`src/sv/cube_face_cell_select_macros.svh`:
```
// ----------------------------------------------------------------------------
// cube_face_cell_select_macros
// Assertion macros for the cube face cell select block. They compile to
// nothing when SYNTHESIS is defined.
// ----------------------------------------------------------------------------
`ifndef CUBE_FACE_CELL_SELECT_MACROS_SVH
`define CUBE_FACE_CELL_SELECT_MACROS_SVH

`ifndef SYNTHESIS
// same-cycle implication, reset disables
`define CFCS_ASSERT(lbl, clk, rst, ante, cons) \
   lbl: assert property (@(posedge clk) disable iff (rst) (ante) |-> (cons)) \
      else $error("cfcs assertion failed");
// next-cycle implication, reset disables
`define CFCS_ASSERT_NEXT(lbl, clk, rst, ante, cons) \
   lbl: assert property (@(posedge clk) disable iff (rst) (ante) |=> (cons)) \
      else $error("cfcs assertion failed");
`else
`define CFCS_ASSERT(lbl, clk, rst, ante, cons)
`define CFCS_ASSERT_NEXT(lbl, clk, rst, ante, cons)
`endif

`endif

```
`src/sv/cfcs_pkg.sv`:
```
// ----------------------------------------------------------------------------
// cfcs_pkg
// Shared types and constants of the cube face cell select block.
// ----------------------------------------------------------------------------
package cfcs_pkg;

   localparam int RES_W  = 13;   // resolution register width
   localparam int FACE_W = 3;

   localparam logic [RES_W-1:0] RES_RESET = 13'd256;

   localparam logic [FACE_W-1:0] FACE_POS_X = 3'd0;
   localparam logic [FACE_W-1:0] FACE_NEG_X = 3'd1;
   localparam logic [FACE_W-1:0] FACE_POS_Y = 3'd2;
   localparam logic [FACE_W-1:0] FACE_NEG_Y = 3'd3;
   localparam logic [FACE_W-1:0] FACE_POS_Z = 3'd4;
   localparam logic [FACE_W-1:0] FACE_NEG_Z = 3'd5;

   // control that travels beside the datapath
   typedef struct packed {
      logic              valid;
      logic              zero;
      logic [FACE_W-1:0] face;
   } ctrl_type;

endpackage

```
`src/sv/cfcs_face_sel.sv`:
```
// ----------------------------------------------------------------------------
// cfcs_face_sel
// Three stages: magnitudes, major axis and face pick, then the shifted
// numerators n+a and the divisor 2a for both cell lanes.
// ----------------------------------------------------------------------------
module cfcs_face_sel #(
   parameter int COORD_WIDTH = 16,
   parameter int MAX_RES     = 4096
) (
   input  logic                           clock,
   input  logic                           reset,
   input  logic                           in_valid,
   input  logic signed [COORD_WIDTH-1:0]  dir_x,
   input  logic signed [COORD_WIDTH-1:0]  dir_y,
   input  logic signed [COORD_WIDTH-1:0]  dir_z,
   input  logic [cfcs_pkg::RES_W-1:0]     res,
   output cfcs_pkg::ctrl_type             ctrl,
   output logic [cfcs_pkg::RES_W-1:0]     res_out,
   output logic [COORD_WIDTH:0]           num_u,
   output logic [COORD_WIDTH:0]           num_v,
   output logic [COORD_WIDTH:0]           den
);
   import cfcs_pkg::*;

   localparam int CW    = COORD_WIDTH;
   localparam int R_LIM = (MAX_RES < (1 << RES_W)) ? MAX_RES : ((1 << RES_W) - 1);
   localparam logic [RES_W-1:0] R_CAP = R_LIM[RES_W-1:0];

   // ---- stage 1: magnitudes ----
   logic [CW-1:0] ux, uy, uz;
   logic [CW-1:0] ax_in, ay_in, az_in;
   logic          zero_in;
   logic [RES_W-1:0] res_in;

   assign ux = dir_x;
   assign uy = dir_y;
   assign uz = dir_z;
   assign ax_in = ux[CW-1] ? (~ux + CW'(1'b1)) : ux;
   assign ay_in = uy[CW-1] ? (~uy + CW'(1'b1)) : uy;
   assign az_in = uz[CW-1] ? (~uz + CW'(1'b1)) : uz;
   assign zero_in = (ux == '0) && (uy == '0) && (uz == '0);
   assign res_in  = (res > R_CAP) ? R_CAP : res;

   logic                 v1_ff, zero1_ff;
   logic signed [CW-1:0] x1_ff, y1_ff, z1_ff;
   logic [CW-1:0]        ax1_ff, ay1_ff, az1_ff;
   logic [RES_W-1:0]     res1_ff;

   always_ff @(posedge clock) begin
      if (reset) begin
         v1_ff <= 1'b0;
      end else begin
         v1_ff <= in_valid;
      end
      zero1_ff <= zero_in;
      x1_ff    <= dir_x;
      y1_ff    <= dir_y;
      z1_ff    <= dir_z;
      ax1_ff   <= ax_in;
      ay1_ff   <= ay_in;
      az1_ff   <= az_in;
      res1_ff  <= res_in;
   end

   // ---- stage 2: major axis, ties go X then Y then Z ----
   logic signed [CW:0] xe, ye, ze, nxe, nze;
   logic               x_major, y_major;
   logic [FACE_W-1:0]  face_in;
   logic [CW-1:0]      a_in;
   logic signed [CW:0] nu_in, nv_in;

   assign xe  = {x1_ff[CW-1], x1_ff};
   assign ye  = {y1_ff[CW-1], y1_ff};
   assign ze  = {z1_ff[CW-1], z1_ff};
   assign nxe = -xe;
   assign nze = -ze;
   assign x_major = (ax1_ff >= ay1_ff) && (ax1_ff >= az1_ff);
   assign y_major = (ay1_ff >= az1_ff);

   always_comb begin
      if (x_major) begin
         a_in    = ax1_ff;
         face_in = x1_ff[CW-1] ? FACE_NEG_X : FACE_POS_X;
         nu_in   = x1_ff[CW-1] ? ze : nze;
         nv_in   = ye;
      end else if (y_major) begin
         a_in    = ay1_ff;
         face_in = y1_ff[CW-1] ? FACE_NEG_Y : FACE_POS_Y;
         nu_in   = xe;
         nv_in   = y1_ff[CW-1] ? ze : nze;
      end else begin
         a_in    = az1_ff;
         face_in = z1_ff[CW-1] ? FACE_NEG_Z : FACE_POS_Z;
         nu_in   = z1_ff[CW-1] ? nxe : xe;
         nv_in   = ye;
      end
   end

   logic               v2_ff, zero2_ff;
   logic [FACE_W-1:0]  face2_ff;
   logic [CW-1:0]      a2_ff;
   logic signed [CW:0] nu2_ff, nv2_ff;
   logic [RES_W-1:0]   res2_ff;

   always_ff @(posedge clock) begin
      if (reset) begin
         v2_ff <= 1'b0;
      end else begin
         v2_ff <= v1_ff;
      end
      zero2_ff <= zero1_ff;
      face2_ff <= face_in;
      a2_ff    <= a_in;
      nu2_ff   <= nu_in;
      nv2_ff   <= nv_in;
      res2_ff  <= res1_ff;
   end

   // ---- stage 3: n + a lies in 0..2a, kept unsigned ----
   logic signed [CW:0] a_s;
   logic [CW:0]        su_in, sv_in;

   assign a_s   = $signed({1'b0, a2_ff});
   assign su_in = nu2_ff + a_s;
   assign sv_in = nv2_ff + a_s;

   ctrl_type         ctrl3_ff;
   logic [CW:0]      su3_ff, sv3_ff, den3_ff;
   logic [RES_W-1:0] res3_ff;

   always_ff @(posedge clock) begin
      if (reset) begin
         ctrl3_ff.valid <= 1'b0;
      end else begin
         ctrl3_ff.valid <= v2_ff;
      end
      ctrl3_ff.zero <= zero2_ff;
      ctrl3_ff.face <= face2_ff;
      su3_ff        <= su_in;
      sv3_ff        <= sv_in;
      den3_ff       <= {a2_ff, 1'b0};
      res3_ff       <= res2_ff;
   end

   assign ctrl    = ctrl3_ff;
   assign res_out = res3_ff;
   assign num_u   = su3_ff;
   assign num_v   = sv3_ff;
   assign den     = den3_ff;

endmodule

```
`src/sv/cfcs_div_lane.sv`:
```
// ----------------------------------------------------------------------------
// cfcs_div_lane
// One cell lane: (n+a)*R, a pipelined restoring divide by 2a with one
// quotient bit per stage, then the clamp to 0..R-1.
// ----------------------------------------------------------------------------
module cfcs_div_lane #(
   parameter int COORD_WIDTH = 16,
   parameter int CELL_WIDTH  = 12
) (
   input  logic                        clock,
   input  logic [COORD_WIDTH:0]        num,
   input  logic [COORD_WIDTH:0]        den,
   input  logic [cfcs_pkg::RES_W-1:0]  res,
   output logic [CELL_WIDTH-1:0]       cell_idx
);
   import cfcs_pkg::*;

   localparam int N_W = COORD_WIDTH + 1;
   localparam int Q_W = RES_W;      // quotient never exceeds R while the divisor is nonzero
   localparam int P_W = N_W + Q_W;

   logic [P_W-1:0]   rem_ff [0:Q_W];
   logic [Q_W-1:0]   quo_ff [0:Q_W];
   logic [N_W-1:0]   den_ff [0:Q_W];
   logic [RES_W-1:0] res_ff [0:Q_W];

   logic [P_W-1:0] prod_in;
   assign prod_in = {{Q_W{1'b0}}, num} * {{N_W{1'b0}}, res};

   always_ff @(posedge clock) begin
      rem_ff[0] <= prod_in;
      quo_ff[0] <= '0;
      den_ff[0] <= den;
      res_ff[0] <= res;
   end

   for (genvar k = 0; k < Q_W; k++) begin : g_div
      localparam int SH = Q_W - 1 - k;
      logic [P_W-1:0] step_d;
      logic           fits;

      assign step_d = {{Q_W{1'b0}}, den_ff[k]} << SH;
      assign fits   = (rem_ff[k] >= step_d);

      always_ff @(posedge clock) begin
         rem_ff[k+1] <= fits ? (rem_ff[k] - step_d) : rem_ff[k];
         quo_ff[k+1] <= {quo_ff[k][Q_W-2:0], fits};
         den_ff[k+1] <= den_ff[k];
         res_ff[k+1] <= res_ff[k];
      end
   end

   // clamp; zero resolution gives zero
   logic [RES_W-1:0]          res_last, lim;
   logic [Q_W-1:0]            clamped;
   logic [Q_W+CELL_WIDTH-1:0] ext;
   logic [CELL_WIDTH-1:0]     cell_ff;

   assign res_last = res_ff[Q_W];
   assign lim      = res_last - RES_W'(1'b1);

   always_comb begin
      if (res_last == '0) begin
         clamped = '0;
      end else if (quo_ff[Q_W] > lim) begin
         clamped = lim;
      end else begin
         clamped = quo_ff[Q_W];
      end
   end

   assign ext = {{CELL_WIDTH{1'b0}}, clamped};

   always_ff @(posedge clock) begin
      cell_ff <= ext[CELL_WIDTH-1:0];
   end

   assign cell_idx = cell_ff;

endmodule

```
`src/sv/cube_face_cell_select.sv`:
```
// ----------------------------------------------------------------------------
// cube_face_cell_select
// Direction vector to cube face and cell indices on a face grid.
// ----------------------------------------------------------------------------
// Usage:
//   Request: a word (req_dir_x/y/z) is taken at each rising edge with start
//   high and busy low. busy is high only during reset; otherwise a new word
//   can be taken every cycle.
//   Response: each request gives one response word, shown for one cycle
//   with rsp_valid high. The receiver cannot hold it off.
//   Path: face selection, then in each cell lane the multiply, a restoring
//   divide with one quotient bit per stage of the 13-bit resolution, and
//   the clamp; then the output register. Throughput: one word per cycle.
//   csr: face_resolution is written when csr_valid and csr_ready are high.
//   It is sampled as a word enters, so a write affects later words only.
//   Values above MAX_RES act as MAX_RES.
//   Reset: synchronous; clears all valid bits, loads resolution 256, and
//   holds busy high and csr_ready low while asserted.
// ----------------------------------------------------------------------------
`include "cube_face_cell_select_macros.svh"

module cube_face_cell_select #(
   parameter int COORD_WIDTH = 16,
   parameter int MAX_RES     = 4096
) (
   input  logic                             clock,
   input  logic                             reset,
   // request
   input  logic                             start,
   output logic                             busy,
   input  logic signed [COORD_WIDTH-1:0]    req_dir_x,
   input  logic signed [COORD_WIDTH-1:0]    req_dir_y,
   input  logic signed [COORD_WIDTH-1:0]    req_dir_z,
   // response
   output logic                             rsp_valid,
   output logic [cfcs_pkg::FACE_W-1:0]      rsp_face,
   output logic [$clog2(MAX_RES)-1:0]       rsp_u_cell,
   output logic [$clog2(MAX_RES)-1:0]       rsp_v_cell,
   output logic                             rsp_zero_dir,
   // csr
   input  logic                             csr_valid,
   output logic                             csr_ready,
   input  logic [cfcs_pkg::RES_W-1:0]       csr_face_resolution
);
   import cfcs_pkg::*;

   localparam int CELL_W   = $clog2(MAX_RES);
   localparam int LANE_LAT = RES_W + 2;          // multiply, divide bits, clamp
   localparam int PIPE_LAT = 3 + LANE_LAT + 1;   // face stages, lanes, output

   // pipeline never stalls; only reset holds off words
   assign busy      = reset;
   assign csr_ready = !reset;

   logic req_accept;
   assign req_accept = start && !busy;

   // resolution register
   logic [RES_W-1:0] res_ff;

   always_ff @(posedge clock) begin
      if (reset) begin
         res_ff <= RES_RESET;
      end else if (csr_valid && csr_ready) begin
         res_ff <= csr_face_resolution;
      end
   end

   // face selection, three stages
   ctrl_type             sel_ctrl;
   logic [RES_W-1:0]     sel_res;
   logic [COORD_WIDTH:0] sel_num_u, sel_num_v, sel_den;

   cfcs_face_sel #(
      .COORD_WIDTH (COORD_WIDTH),
      .MAX_RES     (MAX_RES)
   ) u_face_sel (
      .clock    (clock),
      .reset    (reset),
      .in_valid (req_accept),
      .dir_x    (req_dir_x),
      .dir_y    (req_dir_y),
      .dir_z    (req_dir_z),
      .res      (res_ff),
      .ctrl     (sel_ctrl),
      .res_out  (sel_res),
      .num_u    (sel_num_u),
      .num_v    (sel_num_v),
      .den      (sel_den)
   );

   // u and v lanes share the divisor
   logic [CELL_W-1:0] lane_u, lane_v;

   cfcs_div_lane #(
      .COORD_WIDTH (COORD_WIDTH),
      .CELL_WIDTH  (CELL_W)
   ) u_lane_u (
      .clock    (clock),
      .num      (sel_num_u),
      .den      (sel_den),
      .res      (sel_res),
      .cell_idx (lane_u)
   );

   cfcs_div_lane #(
      .COORD_WIDTH (COORD_WIDTH),
      .CELL_WIDTH  (CELL_W)
   ) u_lane_v (
      .clock    (clock),
      .num      (sel_num_v),
      .den      (sel_den),
      .res      (sel_res),
      .cell_idx (lane_v)
   );

   // control rides alongside the lanes
   ctrl_type ctrl_ff [0:LANE_LAT-1];

   always_ff @(posedge clock) begin
      if (reset) begin
         for (int i = 0; i < LANE_LAT; i++) begin
            ctrl_ff[i] <= '0;
         end
      end else begin
         ctrl_ff[0] <= sel_ctrl;
         for (int i = 1; i < LANE_LAT; i++) begin
            ctrl_ff[i] <= ctrl_ff[i-1];
         end
      end
   end

   // output register; a zero vector forces the cells to zero
   ctrl_type          last_ctrl;
   logic              rsp_valid_ff, zero_ff;
   logic [FACE_W-1:0] face_ff;
   logic [CELL_W-1:0] u_ff, v_ff;
   logic [CELL_W-1:0] u_in, v_in;

   assign last_ctrl = ctrl_ff[LANE_LAT-1];
   assign u_in      = last_ctrl.zero ? '0 : lane_u;
   assign v_in      = last_ctrl.zero ? '0 : lane_v;

   always_ff @(posedge clock) begin
      if (reset) begin
         rsp_valid_ff <= 1'b0;
      end else begin
         rsp_valid_ff <= last_ctrl.valid;
      end
      zero_ff <= last_ctrl.zero;
      face_ff <= last_ctrl.face;
      u_ff    <= u_in;
      v_ff    <= v_in;
   end

   assign rsp_valid    = rsp_valid_ff;
   assign rsp_face     = face_ff;
   assign rsp_u_cell   = u_ff;
   assign rsp_v_cell   = v_ff;
   assign rsp_zero_dir = zero_ff;

   // every accepted word comes out a fixed time later, nothing else does
   `CFCS_ASSERT(a_rsp_latency, clock, reset, req_accept, ##PIPE_LAT rsp_valid)
   `CFCS_ASSERT(a_no_extra_rsp, clock, reset, !req_accept, ##PIPE_LAT !rsp_valid)
   `CFCS_ASSERT(a_zero_dir, clock, reset, rsp_valid && rsp_zero_dir, rsp_face == FACE_POS_X && rsp_u_cell == '0 && rsp_v_cell == '0)
   `CFCS_ASSERT_NEXT(a_csr_write, clock, reset, csr_valid && csr_ready, res_ff == $past(csr_face_resolution))

endmodule
```
`config.mk`:
```
export PLATFORM = sky130hd
export DESIGN_NAME = cube_face_cell_select
export DESIGN_NICKNAME = d
export VERILOG_FILES = /design/src/sv/cfcs_pkg.sv /design/src/sv/cfcs_face_sel.sv /design/src/sv/cfcs_div_lane.sv /design/src/sv/cube_face_cell_select.sv
export VERILOG_INCLUDE_DIRS = /design/src /design/src/sv
export SDC_FILE = /design/constraint.sdc
export NUM_CORES = 2
export LEC_CHECK = 0
export ABC_AREA = 1
export BUFFER_PORTS_ARGS = -buffer_cell sky130_fd_sc_hd__buf_2
export CAP_MARGIN = 20
export CORE_ASPECT_RATIO = 0.8
export CORE_MARGIN = 10
export CORE_UTILIZATION = 55
export CTS_CLUSTER_SIZE = 12
export DETAILED_ROUTE_END_ITERATION = 6
export HOLD_SLACK_MARGIN = 0.05
export PLACE_DENSITY = 0.76
export SKIP_CTS_REPAIR_TIMING = 1
export SLEW_MARGIN = 20
export SYNTH_ARGS = -nofsm -noshare
export SYNTH_HDL_FRONTEND = slang
export SYNTH_SLANG_ARGS = --single-unit
```
`constraint.sdc`:
```
create_clock -name clock -period 5.9 [get_ports clock]
set_input_delay 1.18 -clock clock [delete_from_list [all_inputs] [get_ports clock]]
set_output_delay 1.18 -clock clock [all_outputs]
set_load 0.01 [all_outputs]
```
* Word-level counts from Yosys, hierarchy flattened
Memories as Yosys holds them, arrays and structs flattened.
Index checks and enable logic that the tools add are counted.
** Word-level totals
- Register bits :: 313
- Bits in latches :: 0
- Bits in writable memories :: 2119
- ROM bits :: 0
- Bits of input ports :: 65
- Output and inout port bits :: 31
- Logic and storage cells :: 204
- Memories kept :: 9
** Operators by class
- Add/subtract/negate cells :: 35
- Multipliers :: 2
- Divide/modulo/power cells :: 0
- Order comparisons :: 32
- Equality and inequality tests :: 0
- Shifts and indexed selects :: 0
- Multiplexer cells :: 63
- Bitwise gates (word level) :: 18
- Reductions and logical operators :: 11
** Memory list
- u_lane_u.rem_ff :: words 14, width 30, rd ports 13, clocked after Yosys merged registers in 0, write ports 14, RTL line cfcs_div_lane.sv:22 : logic [P_W-1:0] rem_ff [0:Q_W];
- u_lane_v.rem_ff :: words 14, width 30, rd ports 13, clocked after Yosys merged registers in 0, write ports 14, RTL line cfcs_div_lane.sv:22
- u_lane_u.den_ff :: words 14, width 17, rd ports 13, clocked after Yosys merged registers in 0, write ports 14, RTL line cfcs_div_lane.sv:24 : logic [N_W-1:0] den_ff [0:Q_W];
- u_lane_v.den_ff :: words 14, width 17, rd ports 13, clocked after Yosys merged registers in 0, write ports 14, RTL line cfcs_div_lane.sv:24
- u_lane_u.quo_ff :: words 14, width 13, rd ports 14, clocked after Yosys merged registers in 0, write ports 14, RTL line cfcs_div_lane.sv:23 : logic [Q_W-1:0] quo_ff [0:Q_W];
- u_lane_u.res_ff :: words 14, width 13, rd ports 14, clocked after Yosys merged registers in 0, write ports 14, RTL line cfcs_div_lane.sv:25 : logic [RES_W-1:0] res_ff [0:Q_W];
- 3 more memories
** Operators by type and width (count)
- $mux W30 :: 26
- $mux W17 :: 7
- $mux W5 :: 15
- $ge A30 B17 Y1 :: 2
- $ge A30 B18 Y1 :: 2
- $ge A30 B19 Y1 :: 2
- $ge A30 B20 Y1 :: 2
- $ge A30 B21 Y1 :: 2
- $ge A30 B22 Y1 :: 2
- $ge A30 B23 Y1 :: 2
- $ge A30 B24 Y1 :: 2
- $ge A30 B25 Y1 :: 2
- $ge A30 B26 Y1 :: 2
- $ge A30 B27 Y1 :: 2
- $ge A30 B28 Y1 :: 2
- $ge A30 B29 Y1 :: 2
- $mul A17 B13 Y30 :: 2
- $sub A30 B17 Y30 :: 2
- $sub A30 B18 Y30 :: 2
- $sub A30 B19 Y30 :: 2
- $sub A30 B20 Y30 :: 2
- $sub A30 B21 Y30 :: 2
- $sub A30 B22 Y30 :: 2
- $sub A30 B23 Y30 :: 2
- 24 further kinds :: 71

* Longest topological paths before layout
- Depth in word-level cells :: 4
- Gate-level depth with buffers :: 25
- Gate-level depth less buffers :: 22

* Cells and area by module
Synthesis repeated with hierarchy kept, for this count alone.
** Unflattened totals
- Cell total of the unflattened synthesis :: 15977
- Area, all modules :: 113168.5 µm²
** By module, submodules not included
- cfcs_div_lane (u_lane_v) :: instances 1, cells an instance 7050, area an instance 49224.7 µm², sequential area each 17937.2 µm²
- cfcs_div_lane (u_lane_u) :: instances 1, cells an instance 6999, area an instance 49004.5 µm², sequential area each 17937.2 µm²
- cfcs_face_sel :: instances 1, cells an instance 1553, area an instance 11467.2 µm², sequential area each 4884.7 µm²
- cube_face_cell_select :: instances 1, cells an instance 375, area an instance 3472.1 µm², sequential area each 2342.2 µm²

* Least setup slack after synthesis
OpenSTA, ideal clock, no wires.
- Path kind :: register to register
- Start :: reg u_face_sel.res3_ff[4], in the netlist u_face_sel.res_out[4]
- End :: mem u_lane_v.rem_ff[0][16] in the netlist's numbering
- Setup time :: 120 ps
- Arrival time :: 4595 ps
- Data required time :: 5780 ps
- Slack :: 1185 ps
- Cell stages (with the launch flop) :: 20
- Buffers on the path :: 2
- Period minus slack after synthesis :: 4715 ps
- Cells stage by stage :: dfxtp_1 > clkbuf_1 > clkbuf_1 > nand2_1 > fa_1 > fa_1 > fa_1 > inv_1 > fa_1 > inv_1 > fa_1 > inv_1 > ha_1 > a21oi_1 > o21ai_0 > a21oi_1 > inv_1 > nand2_1 > nand2_1 > xor2_1
** RTL lines
- start, declared :: RTL line cfcs_face_sel.sv:129 : logic [RES_W-1:0] res3_ff;
- start signal, assigned :: RTL line cfcs_face_sel.sv:142 : res3_ff <= res2_ff;
- end, declared :: RTL line cfcs_div_lane.sv:22

==> results.json <==
{
  "ios": 96,
  "vias": 84400,
  "finalNetCount": 14700,
  "grt_pass1_wl_um": 434000,
  "syn_avg_cell_area_um2": 7.18,
  "fp.coreArea_um2": 176000,
  "cts_root_buffer": "clkbuf_16",
  "via_per_inst": 5.24,
  "ys.flop_type": "dfxtp_1",
  "dr.pass1.iters": 7,
  "synth_nets": 14700,
  "async_flop_share_pct": 0,
  "cts.path.max_buffers": 3,
  "skew_ns": 0.0663,
  "setup_viol": 0,
  "num_rows": 138,
  "nFillCells": 16300,
  "min_period_ns": 5.41,
  "cp-start-kind": "flop",
  "required_ns": 6.59,
  "ys_seq_area_share_pct": 35.7,
  "fp.dieW_um": 490,
  "remaining_drc_errors": 6,
  "post-place-ws_ns": 0.606,
  "cts_tree": "built",
  "fmax_ghz": 0.185,
  "run_status": "finished with violations",
  "yosys_warnings": 0,
  "fp.dieH_um": 396,
  "h-tree-depth": 4,
  "place_congestion": 0.987,
  "relSlewSlack_pct": 26.4,
  "drt-total-wl_um": 280000,
  "antenna_found_initial": 12,
  "yosys.area.top_type": "dfxtp_1",
  "violations": "design-rule violations",
  "worstMarginPinSlew_ns": 1.10,
  "fin_ws_ns": 0.486,
  "grt_pass1_vias": 77300,
  "clk_pin_slew_ns": 0.06,
  "rsz0062_at_grt": "false",
  "initial_core_util_pct": 55.2,
  "worst-path-max-fanout": 22,
  "track_usage_pct": 27.7,
  "finalMaxSlewViolations": 0,
  "synth-edff-count": 0,
  "yosysTopAreaCellShare_pct": 35.7,
  "layout-drive-gt1-share_pct": 4.34,
  "path_class": "reg2reg",
  "hpwl_um": 225000,
  "ys_ff_latch": 1737,
  "ant_nets": 0,
  "cts_sinks": 1737,
  "cts-buffers-inserted": 179,
  "wl_per_cell_um": 17.3,
  "die-area_um2": 194000,
  "grt_max_degree": 72,
  "drv_cap": 0,
  "finalCritPeriodShare_pct": 91.8,
  "overflow": 0,
  "synth.cell_area_um2": 97400,
  "min_path_type": "reg2reg",
  "synth.area.top_cells": "dfxtp_1, nand2_1, inv_1, ha_1, fa_1",
  "arrival_ns": 6.10,
  "syn_inst": 13600,
  "hold_viol_final": 0,
  "numPortBuffers": 95,
  "drt_iter0_markers": 8408,
  "end_kind": "flop",
  "synth_cell_types": 49,
  "area_delta_synth_final_pct": 8.32,
  "setup-tns-final_ns": 0,
  "clock_latency_ns": 0.86
}
## worst max-delay path: stages (launching register included)
cell     delay (ns)
dfxtp_1        1.01
buf_4          0.30
nand2_1        0.06
inv_1          0.10
fa_1           0.17
inv_1          0.05
fa_1           0.50
inv_1          0.05
fa_1           0.48
fa_1           0.54
inv_1          0.05
fa_1           0.47
inv_1          0.04
ha_1           0.33
a21oi_1        0.23
o21ai_0        0.16
a21oi_1        0.31
inv_1          0.12
nand2_1        0.08
nand2_1        0.06
xor2_1         0.14
## through the flow
stage	utilization [%]	cell area, µm²	cells	hold WS, ns
floorplan	-	97400	13600	0.310
detailed placement	56.6	99900	15800	0.312
CTS	59.8	105000	16100	0.286
global placement	56.6	99900	15800	0.310
finish	59.8	106000	16100	0.286
global route	59.8	105000	16100	0.293
## final timing paths
path / cells past startpoint / to / slack (ns) / start
max: 20 / u_lane_u.rem_ff[0][16] / 0.49 / u_face_sel.res_out[1]
min: 0 / u_lane_u.quo_ff[1][46] / 0.29 / u_lane_u.quo_ff[1][32]
max reg2reg: 20 / u_lane_u.rem_ff[0][16] / 0.49 / u_face_sel.res_out[1]
min reg2reg: 0 / u_lane_u.quo_ff[1][46] / 0.29 / u_lane_u.quo_ff[1][32]
## cells by family after synthesis
family | count (synthesis) | synth area share [%]
and+or+nand+nor | 6822 | 28.8
AOI/OAI and AO/OA | 1079 | 6.14
xor gates and xnor gates | 342 | 3.08
buffers and inverters | 2554 | 10.2
DFF | 1737 | 35.7
adders and majority gates | 1034 | 16.0
## cells in the mapped netlist (all sizes together) (74+ instances only)
cell,n
ha,678
nor2,1183
nor3,135
nand4,191
xor2,244
fa,356
o21ai,351
nand3b,74
nand2,4389
nand3,777
xnor2,98
buf,121
a21oi,611
clkbuf,109
dfxtp,1737
inv,2323
## sequential cells by signal, indices dropped and copies added (netlist names), 15 cells and up
name	cells
u_face_sel.ay1_ff	15
u_face_sel.a2_ff	16
u_face_sel.az1_ff	15
u_lane_u.quo_ff	91
u_lane_v.quo_ff	91
u_face_sel.ax1_ff	15
u_face_sel.num_u	17
u_face_sel.nv2_ff	17
u_face_sel.num_v	17
u_face_sel.den	16
u_lane_u.den_ff	155
u_lane_v.den_ff	53
u_face_sel.y1_ff	16
u_face_sel.z1_ff	16
u_face_sel.x1_ff	16
u_lane_v.rem_ff	390
ctrl_ff	75
u_lane_v.res_ff	155
u_face_sel.nu2_ff	17
u_lane_u.res_ff	27
u_lane_u.rem_ff	390
## placed cells by master, fill, tap and decap left out, types with 14 or more instances in the layout
cell type and instances:
clkinv_2 16, nor2_1 1139, a21oi_2 46, nand3b_1 74, clkbuf_1 14, nor4_1 35
nand3_1 766, o21bai_1 57, or2_2 17, a21oi_1 563, nand2_2 24, nor2_2 35
xnor2_1 98, fa_1 356, nand2_1 4356, buf_2 95, o21ai_2 35, inv_1 2303
o21ai_0 300, xor2_1 244, a21o_1 18, dfxtp_1 1737, nand4_1 190, ha_1 678
nor3_1 130, inv_2 15, a211oi_1 16, o21ai_1 16, clkbuf_8 22, buf_4 36
clkbuf_16 179
## cell type report
cell class / instances / area [µm²] / area share (%)
clock buffers: 215 / 4830 / 4.58
multi-input cells: 9277 / 52700 / 49.9
inverters: 2324 / 8740 / 8.28
clock inverters: 50 / 729 / 0.691
diodes: 4 / 10.0 / 0.00949
flip-flops and latches: 1737 / 34800 / 33.0
well taps: 2380 / 2980 / 2.82
repair buffers: 131 / 746 / 0.707
## layer usage
| layer | GRT usage [%] | wire length, µm | up-vias |
|---|---|---|---|
| met5 | 0 | 61 | - |
| met4 | 8.25 | 8940 | 8 |
| met3 | 5.62 | 25300 | 463 |
| met2 | 42.1 | 118000 | 3358 |
| met1 | 39.7 | 128000 | 38600 |
| li1 | - | - | 42000 |
Power is not shown: default switching activity piles up to over one toggle a cycle in this logic, so the estimate is an artifact.
